$ cat config.mk
export PLATFORM = sky130hd
export DESIGN_NAME = missing_tooth_crank_generator_unit
export DESIGN_NICKNAME = d
export VERILOG_FILES = /design/src/hw/rtl/mtcg_pkg.sv /design/src/hw/rtl/mtcg_div.sv /design/src/hw/rtl/missing_tooth_crank_generator_unit.sv
export VERILOG_INCLUDE_DIRS = /design/src /design/src/hw/rtl
export SDC_FILE = /design/constraint.sdc
export NUM_CORES = 1
export LEC_CHECK = 0
export ABC_AREA = 0
export BUFFER_PORTS_ARGS = -buffer_cell sky130_fd_sc_hd__buf_2
export CAP_MARGIN = 20
export CORE_MARGIN = 5
export CORE_UTILIZATION = 64
export DETAILED_ROUTE_END_ITERATION = 7
export PLACE_DENSITY = 0.81
export SLEW_MARGIN = 30
export SYNTH_ARGS = -nofsm -noshare
export SYNTH_HDL_FRONTEND = slang
export SYNTH_HIERARCHICAL = 1
export SYNTH_SLANG_ARGS = --single-unit
$ cat constraint.sdc
create_clock -name aclk -period 7.8 [get_ports aclk]
set_clock_uncertainty 0.15 [all_clocks]
set_input_delay 0 -clock aclk [delete_from_list [all_inputs] [get_ports aclk]]
set_output_delay 0 -clock aclk [all_outputs]
set_load 0.01 [all_outputs]
$ cat src/hw/rtl/assert_macros.svh
`ifndef ASSERT_MACROS_SVH
`define ASSERT_MACROS_SVH

// checks clocked on aclk, held off while aresetn is low
`define MTCG_ASSERT_IMPL(label, ante, cons) \
    label: assert property (@(posedge aclk) disable iff (!aresetn) (ante) |-> (cons)) \
        else $error("same-cycle check failed");

`define MTCG_ASSERT_NEXT(label, ante, cons) \
    label: assert property (@(posedge aclk) disable iff (!aresetn) (ante) |=> (cons)) \
        else $error("next-cycle check failed");

`endif

$ cat src/hw/rtl/mtcg_pkg.sv
package mtcg_pkg;

    localparam int RPM_W      = 14;
    localparam int TEETH_W    = 7;
    localparam int POS_W      = 8;
    localparam int PERIOD_W   = 24;
    localparam int PROD_W     = RPM_W + TEETH_W;
    localparam int DEN_W      = PROD_W + 1;
    localparam int DIVIDEND_W = 26;
    localparam int DIV_CNT_W  = 5;
    localparam int CFG_IDX_W  = 2;
    localparam int CFG_DATA_W = 14;

    localparam int MAX_TEETH = 127;
    localparam int MIN_TEETH = 2;

    localparam logic [DIVIDEND_W-1:0] US_PER_MINUTE = 26'd60000000;

    localparam logic [CFG_IDX_W-1:0] REG_RPM     = 2'd0;
    localparam logic [CFG_IDX_W-1:0] REG_TEETH   = 2'd1;
    localparam logic [CFG_IDX_W-1:0] REG_MISSING = 2'd2;

    localparam logic [RPM_W-1:0]   RPM_RESET     = 14'd0;
    localparam logic [TEETH_W-1:0] TEETH_RESET   = 7'd60;
    localparam logic [TEETH_W-1:0] MISSING_RESET = 7'd2;

    typedef struct packed {
        logic             start;
        logic [DEN_W-1:0] divisor;
    } div_req_t;

    typedef struct packed {
        logic                  done;
        logic [DIVIDEND_W-1:0] quotient;
    } div_rsp_t;

    function automatic logic [TEETH_W-1:0] eff_teeth(input logic [TEETH_W-1:0] t);
        logic [TEETH_W-1:0] r;
        r = t;
        if (t < TEETH_W'(MIN_TEETH)) begin
            r = TEETH_W'(MIN_TEETH);
        end else if (t > TEETH_W'(MAX_TEETH)) begin
            r = TEETH_W'(MAX_TEETH);
        end
        return r;
    endfunction

endpackage

$ cat src/hw/rtl/mtcg_div.sv
module mtcg_div import mtcg_pkg::*; (
    input  logic     aclk,
    input  logic     aresetn,
    input  div_req_t req,
    output div_rsp_t rsp
);

    logic [DEN_W-1:0]      rem_reg;
    logic [DEN_W-1:0]      den_reg;
    logic [DIVIDEND_W-1:0] quo_reg;
    logic [DIV_CNT_W-1:0]  cnt_reg;
    logic                  busy_reg;
    logic                  done_reg;

    logic [DEN_W:0]   trial;
    logic [DEN_W:0]   diff;
    logic             fits;
    logic [DEN_W-1:0] rem_next;

    // one restoring step per cycle, msb first
    assign trial    = {rem_reg, quo_reg[DIVIDEND_W-1]};
    assign diff     = trial - {1'b0, den_reg};
    assign fits     = (trial >= {1'b0, den_reg});
    assign rem_next = fits ? diff[DEN_W-1:0] : trial[DEN_W-1:0];

    always_ff @(posedge aclk) begin
        if (!aresetn) begin
            busy_reg <= 1'b0;
            done_reg <= 1'b0;
            cnt_reg  <= '0;
        end else begin
            done_reg <= 1'b0;
            if (req.start) begin
                busy_reg <= 1'b1;
                cnt_reg  <= DIV_CNT_W'(DIVIDEND_W - 1);
            end else if (busy_reg) begin
                cnt_reg <= cnt_reg - 1'b1;
                if (cnt_reg == '0) begin
                    busy_reg <= 1'b0;
                    done_reg <= 1'b1;
                end
            end
        end
    end

    always_ff @(posedge aclk) begin
        if (req.start) begin
            rem_reg <= '0;
            den_reg <= req.divisor;
            quo_reg <= US_PER_MINUTE;
        end else if (busy_reg) begin
            rem_reg <= rem_next;
            quo_reg <= {quo_reg[DIVIDEND_W-2:0], fits};
        end
    end

    assign rsp.done     = done_reg;
    assign rsp.quotient = quo_reg;

endmodule

$ cat src/hw/rtl/missing_tooth_crank_generator_unit.sv
// a result is registered in the cycle after its transaction is accepted
// throughput: one transaction per cycle while idle and the result side takes them
// a register write to index 0, 1 or 2 holds s_ready low, and unless rpm is 0 also
// while the shared bit-serial divider works out the half-tooth period (26 quotient bits)
// reset: synchronous, active low; rpm 0, 60 teeth, 2 missing, generator stopped
`include "assert_macros.svh"

module missing_tooth_crank_generator_unit import mtcg_pkg::*; (
    input  logic                  aclk,
    input  logic                  aresetn,

    input  logic                  cfg_wr_en,
    input  logic [CFG_IDX_W-1:0]  cfg_wr_idx,
    input  logic [CFG_DATA_W-1:0] cfg_wr_data,

    input  logic                  s_valid,
    output logic                  s_ready,
    input  logic                  s_advance,

    output logic                  m_valid,
    input  logic                  m_ready,
    output logic                  m_crank_level,
    output logic [POS_W-1:0]      m_half_tooth_index,
    output logic                  m_step_taken,
    output logic                  m_revolution_start
);

    localparam logic [1:0] ST_IDLE  = 2'd0;
    localparam logic [1:0] ST_MUL   = 2'd1;
    localparam logic [1:0] ST_START = 2'd2;
    localparam logic [1:0] ST_WAIT  = 2'd3;

    logic [1:0]          st_reg;
    logic [RPM_W-1:0]    rpm_reg;
    logic [TEETH_W-1:0]  teeth_reg;
    logic [TEETH_W-1:0]  missing_reg;
    logic [PERIOD_W-1:0] hp_reg;
    logic [PERIOD_W-1:0] tick_reg;
    logic [POS_W-1:0]    pos_reg;
    logic                level_reg;
    logic [DEN_W-1:0]    den_reg;

    logic                m_valid_reg;
    logic                level_out_reg;
    logic [POS_W-1:0]    pos_out_reg;
    logic                step_out_reg;
    logic                rev_out_reg;

    logic [PERIOD_W-1:0] tick_next;
    logic [POS_W-1:0]    pos_next;
    logic                level_next;

    logic                accept;
    logic                cfg_hit;
    logic [TEETH_W-1:0]  teeth_eff;
    logic [POS_W-1:0]    wrap_at;
    logic [POS_W-1:0]    live_limit;
    logic                gap_ok;
    logic [PERIOD_W-1:0] tick_inc;
    logic                run;
    logic                hit;
    logic [POS_W:0]      pos_inc;
    logic                wrap;
    logic [PROD_W-1:0]   rt_prod;
    logic [DEN_W-1:0]    den_calc;
    logic [PERIOD_W-1:0] hp_calc;

    div_req_t div_req;
    div_rsp_t div_rsp;

    assign accept  = s_valid && s_ready;
    assign cfg_hit = cfg_wr_en && ((cfg_wr_idx == REG_RPM) || (cfg_wr_idx == REG_TEETH)
                                   || (cfg_wr_idx == REG_MISSING));

    assign teeth_eff  = eff_teeth(teeth_reg);
    assign wrap_at    = {teeth_eff, 1'b0};
    assign live_limit = {teeth_eff - missing_reg, 1'b0};
    assign gap_ok     = (missing_reg < teeth_eff);

    assign tick_inc = tick_reg + 1'b1;
    assign run      = s_advance && (rpm_reg != '0) && (hp_reg != '0);
    assign hit      = run && (tick_inc >= hp_reg);
    assign pos_inc  = {1'b0, pos_reg} + 1'b1;
    assign wrap     = (pos_inc >= {1'b0, wrap_at});

    always_comb begin
        tick_next  = tick_reg;
        pos_next   = pos_reg;
        level_next = level_reg;
        if (hit) begin
            tick_next  = '0;
            pos_next   = wrap ? '0 : pos_inc[POS_W-1:0];
            level_next = level_reg ^ (gap_ok && (pos_reg < live_limit));
        end else if (run) begin
            tick_next = tick_inc;
        end
    end

    // speed times teeth times two
    assign rt_prod  = PROD_W'(rpm_reg) * PROD_W'(teeth_eff);
    assign den_calc = {rt_prod, 1'b0};

    assign hp_calc = (div_rsp.quotient == '0) ? PERIOD_W'(1)
                                              : div_rsp.quotient[PERIOD_W-1:0];

    assign div_req.start   = (st_reg == ST_START);
    assign div_req.divisor = den_reg;

    mtcg_div u_div (
        .aclk    (aclk),
        .aresetn (aresetn),
        .req     (div_req),
        .rsp     (div_rsp)
    );

    always_ff @(posedge aclk) begin
        if (!aresetn) begin
            st_reg      <= ST_IDLE;
            rpm_reg     <= RPM_RESET;
            teeth_reg   <= TEETH_RESET;
            missing_reg <= MISSING_RESET;
            hp_reg      <= '0;
            tick_reg    <= '0;
            pos_reg     <= '0;
            level_reg   <= 1'b0;
            m_valid_reg <= 1'b0;
        end else begin
            if (m_valid_reg && m_ready) begin
                m_valid_reg <= 1'b0;
            end
            if (accept) begin
                m_valid_reg <= 1'b1;
            end
            if (cfg_hit) begin
                unique case (cfg_wr_idx)
                    REG_RPM:     rpm_reg     <= cfg_wr_data[RPM_W-1:0];
                    REG_TEETH:   teeth_reg   <= cfg_wr_data[TEETH_W-1:0];
                    default:     missing_reg <= cfg_wr_data[TEETH_W-1:0];
                endcase
                tick_reg <= '0;
                st_reg   <= ST_MUL;
            end else begin
                unique case (st_reg)
                    ST_IDLE: begin
                        if (accept) begin
                            tick_reg  <= tick_next;
                            pos_reg   <= pos_next;
                            level_reg <= level_next;
                        end
                    end
                    ST_MUL: begin
                        if (rpm_reg == '0) begin
                            hp_reg <= '0;
                            st_reg <= ST_IDLE;
                        end else begin
                            st_reg <= ST_START;
                        end
                    end
                    ST_START: begin
                        st_reg <= ST_WAIT;
                    end
                    default: begin
                        if (div_rsp.done) begin
                            hp_reg <= hp_calc;
                            st_reg <= ST_IDLE;
                        end
                    end
                endcase
            end
        end
    end

    always_ff @(posedge aclk) begin
        if (st_reg == ST_MUL) begin
            den_reg <= den_calc;
        end
    end

    // result register
    always_ff @(posedge aclk) begin
        if (accept) begin
            level_out_reg <= level_next;
            pos_out_reg   <= pos_next;
            step_out_reg  <= hit;
            rev_out_reg   <= hit && wrap;
        end
    end

    assign s_ready            = (st_reg == ST_IDLE) && (!m_valid_reg || m_ready);
    assign m_valid            = m_valid_reg;
    assign m_crank_level      = level_out_reg;
    assign m_half_tooth_index = pos_out_reg;
    assign m_step_taken       = step_out_reg;
    assign m_revolution_start = rev_out_reg;

    `MTCG_ASSERT_IMPL(a_rev_on_step, m_valid && m_revolution_start, m_step_taken && (m_half_tooth_index == '0))
    `MTCG_ASSERT_NEXT(a_cfg_blocks_input, cfg_hit, !s_ready)
    `MTCG_ASSERT_IMPL(a_ready_only_idle, s_ready, st_reg == ST_IDLE)
    `MTCG_ASSERT_IMPL(a_index_on_wheel, m_valid, m_half_tooth_index < 8'd254)

endmodule

==> results by group <==
Logic synthesis
  – Syn_nets: 1731
  – Multiplexer area fraction after synthesis: 2.788%
  – Cells after Synth: 1536
  – Post-Synth Adder-Cell Area: 18.97%
  – FF+latch count, synth: 197
  – Synth Area in Compound Gates: 14.02%
  – Largest cells by area after synthesis: dfxtp_1, edfxtp_1, ha_1, fa_1, nand2_1
  – Post-Synth XOR/XNOR Area: 4.752%
  – Main combinational cell family by area after synthesis: simple AND/OR/NAND/NOR gates
  – Dominant register cell in the synthesized netlist: dfxtp_1
  – Post-synth ARST share: 0%
  – Yosys cell types: 83
  – Post-synthesis sequential area ratio: 32.44%
  – Simple-gate share of the synthesized area: 19.93%
  – Post-synth EDFFs: 54
  – Post-Syn Area: 13820 µm²
  – Yosys warnings: 6
  – Yosys top cell area share: 20.71%
  – Yosys top cell by area: dfxtp_1
  – Mean Syn Cell Area: 8.999 µm²

Critical path
  – Worst Setup Start Kind: register
  – RR Endpoint: den_reg[20]$_DFFE_PP_
  – CP arrival: 6.25 ns
  – Reg2reg start: teeth_reg[3]$_SDFFE_PN1P_
  – R2r setup slk: 1.60 ns
  – Worst Setup End Kind: register
  – WP data required: 7.84 ns
  – Most used cell, CP: fa_1
  – Crit-path cells: nor4_1, nand2_1, nand2b_1, inv_1, nor2b_1, fa_1, inv_1, fa_1, inv_1, fa_1, fa_1, ha_1, nand3_1, o211ai_1, o41ai_1, o31ai_1, o21a_1, a221oi_1, xnor2_1
  – Crit Path Class: reg -> reg
  – Path depth of the worst reg2reg path: 19
  – Slowest CP cell: dfxtp_1
  – Critical path's largest stage delay: 0.67 ns
  – Max FO, Critical Path: 17

Timing
  – Fmax: 161.2 MHz
  – Max transition margin: 40.22%
  – Final setup viols: 0
  – Fin Hold WS: 0.08848 ns
  – RSZ-0062 raised after global routing: false
  – Hold Vio Cnt, Final: 0
  – Worst-Margin Slew: 0.8967 ns
  – Max-slew violations: 0
  – Ratio of final minimum period to clock period: 79.55%
  – Setup TNS: 0 ns
  – Tmin final: 6.205 ns

Flow run
  – Maxcap violations: 0

Route
  – Detailed Route WL: 30.10 mm
  – Vias: 10990
  – DRC Markers: 0
  – Detailed-route wire length per cell: 16.33 µm
  – Iteration-0 DRC Markers: 688
  – Drt first pass iters: 5
  – Vias per cell: 5.963
  – Post-route ant nets: 0

Clock network
  – Clock tree buffer depth: 2
  – Clock Pin Slew Worst Setup and Hold Paths: 0.08 ns
  – Post-cts sizing count: 0
  – H-Tree Depth: 4
  – Cts hold-fix bufs: 34
  – CTS sink cnt: 197
  – CTS Buf Count: 17
  – Clk Latency, worst-skew pair: 0.45 ns
  – CTS tree: built
  – Setup bufs post-CTS: 0
  – Root buffer cell: clkbuf_16

Floorplanning
  – Die Y-Extent: 157.0 µm
  – Initial Util: 65.34%
  – Die area: 24640 µm²
  – Row count: 53
  – Ports: 35
  – Die Width: 157.0 µm
  – CORE AREA: 21150 µm²

Global routing
  – Initial antenna violation count: 0
  – Met3 Usage GRT: 4.234%
  – Tot GR Track Use: 25.34%
  – GR Util met1: 33.49%
  – Largest net degree at the start of global routing: 74
  – First-pass GRT wire length: 51.20 mm
  – GR Layer Usage met2: 41.74%
  – Grt total ovfl: 0
  – Most Crowded Layer GR: met2
  – Vias in the first global route: 10900

Placement
  – PortBufs: 34
  – Area post-placement: 13990 µm²
  – GP Congestion: 0.9180
  – Detail Placement HPWL: 20.83 mm

Finish
  – Ant diodes: 0
  – Layout Utilization: 70.80%
  – Fraction of final layout cells with drive strength greater than 1: 6.888%
  – Post-route cell area: 14980 µm²
  – Final net count: 1750
  – Max FFs per register: 26
  – Area Growth Syn to Fin: 8.355%

Pwr
  – Pwr Density: 188.7 nW/µm²
  – Max VDD drop: 0.1423 mV
  – Lkg Pwr: 0.006317 µW

Hold path
  – End point of the worst hold path: st_reg[0]$_SDFFE_PN0P_
  – Hold Crit Depth: 5
  – Hold Path Class: in -> reg
  – HP Start: cfg_wr_idx[1]

Run status
  – Status: complete, no violations
==> cells in the mapped netlist (26+ instances only) <==
master,number
nand2_1,182
inv_1,145
dfxtp_1,143
ha_1,112
nor2_1,77
fa_1,61
a21oi_1,58
and2_1,56
xnor2_1,55
edfxtp_1,54
clkbuf_1,53
nor2b_1,51
o21ai_0,51
nand3_1,44
mux2i_1,37
nor4_1,30
a22oi_1,26
==> layer usage <==
| metal | routed length [µm] | share of wire, % |
|---|---|---|
| met1 | 13160 | 44 |
| met4 | 896 | 3.0 |
| met5 | 0 | 0 |
| met2 | 14530 | 48 |
| met3 | 1518 | 5.0 |
==> worst max-delay path: cells and delay by family (launching register included) <==
family	cells	cell delay, ns
flops	1	0.67
simple gates	5	0.75
buf+inv	3	0.48
xor+xnor	1	0.10
fa+ha+maj	5	2.34
compound gates	5	1.45
==> placed cells by master (no fill, tap or decap), drive strengths merged, types with 10 or more instances in the layout <==
cell type / instances
a211oi: 14
a22oi: 26
nor3: 21
nand2b: 12
inv: 151
o21ai: 52
clkbuf: 17
and3: 21
nand3: 44
dfxtp: 143
nor2b: 51
dlygate4sd3: 34
mux2i: 37
a21o: 16
a21oi: 59
o211ai: 14
nand2: 182
xor2: 20
nor4: 30
edfxtp: 54
and2: 58
a311oi: 14
a21boi: 23
nand4: 18
buf: 45
ha: 112
xnor2: 55
o21a: 10
nor2: 79
fa: 61
==> report_power, final <==
| group | leakage, µW | internal, µW | switching [µW] |
|---|---|---|---|
| Sequential | 0.00168 | 1140 | 80.5 |
| Clock | 0.000308 | 494 | 439 |
| Combinational | 0.00433 | 289 | 384 |
| Total | 0.00632 | 1920 | 904 |
==> how the worst max path moves through the flow <==
| stage | start | endpoint | slack [ns] | depth (start not counted) |
|---|---|---|---|---|
| floorplan | teeth_reg[2]$_SDFFE_PN1P_ | den_reg[20]$_DFFE_PP_ | 2.37 | 20 |
| global placement | teeth_reg[3]$_SDFFE_PN1P_ | den_reg[20]$_DFFE_PP_ | 1.82 | 19 |
| global route | teeth_reg[3]$_SDFFE_PN1P_ | den_reg[20]$_DFFE_PP_ | 1.16 | 19 |
| detailed placement | teeth_reg[2]$_SDFFE_PN1P_ | den_reg[20]$_DFFE_PP_ | 1.64 | 19 |
| finish | teeth_reg[3]$_SDFFE_PN1P_ | den_reg[20]$_DFFE_PP_ | 1.60 | 19 |
| CTS | teeth_reg[2]$_SDFFE_PN1P_ | den_reg[20]$_DFFE_PP_ | 1.63 | 19 |
==> logic make-up after synthesis <==
logic type,after synthesis
simple gates,548
compound gates,280
buf+inv,224
flops,197
fa+ha+maj,173
xor+xnor,75
mux,38
other cells,1
==> final cells by class <==
class,instances,area (µm²)
inverters,145,544.3
multi-input cells,1115,8369
clock buffers,17,425.4
clock inverters,15,211.5
well taps,275,344.1
fillers,1544,6177
flip-flops and latches,197,4486
repair buffers,79,596.8
==> stage by stage <==
step	total power [µW]	instances	setup slack [ns]
final	2826	1843	1.595
after global routing	2990	1843	1.160
after CTS	2828	1842	1.626
after detailed placement	1884	1776	1.638
after global placement	1862	1776	1.821
after floorplan	1770	1536	2.366
Note: power is estimated with default switching activity, not from simulation.
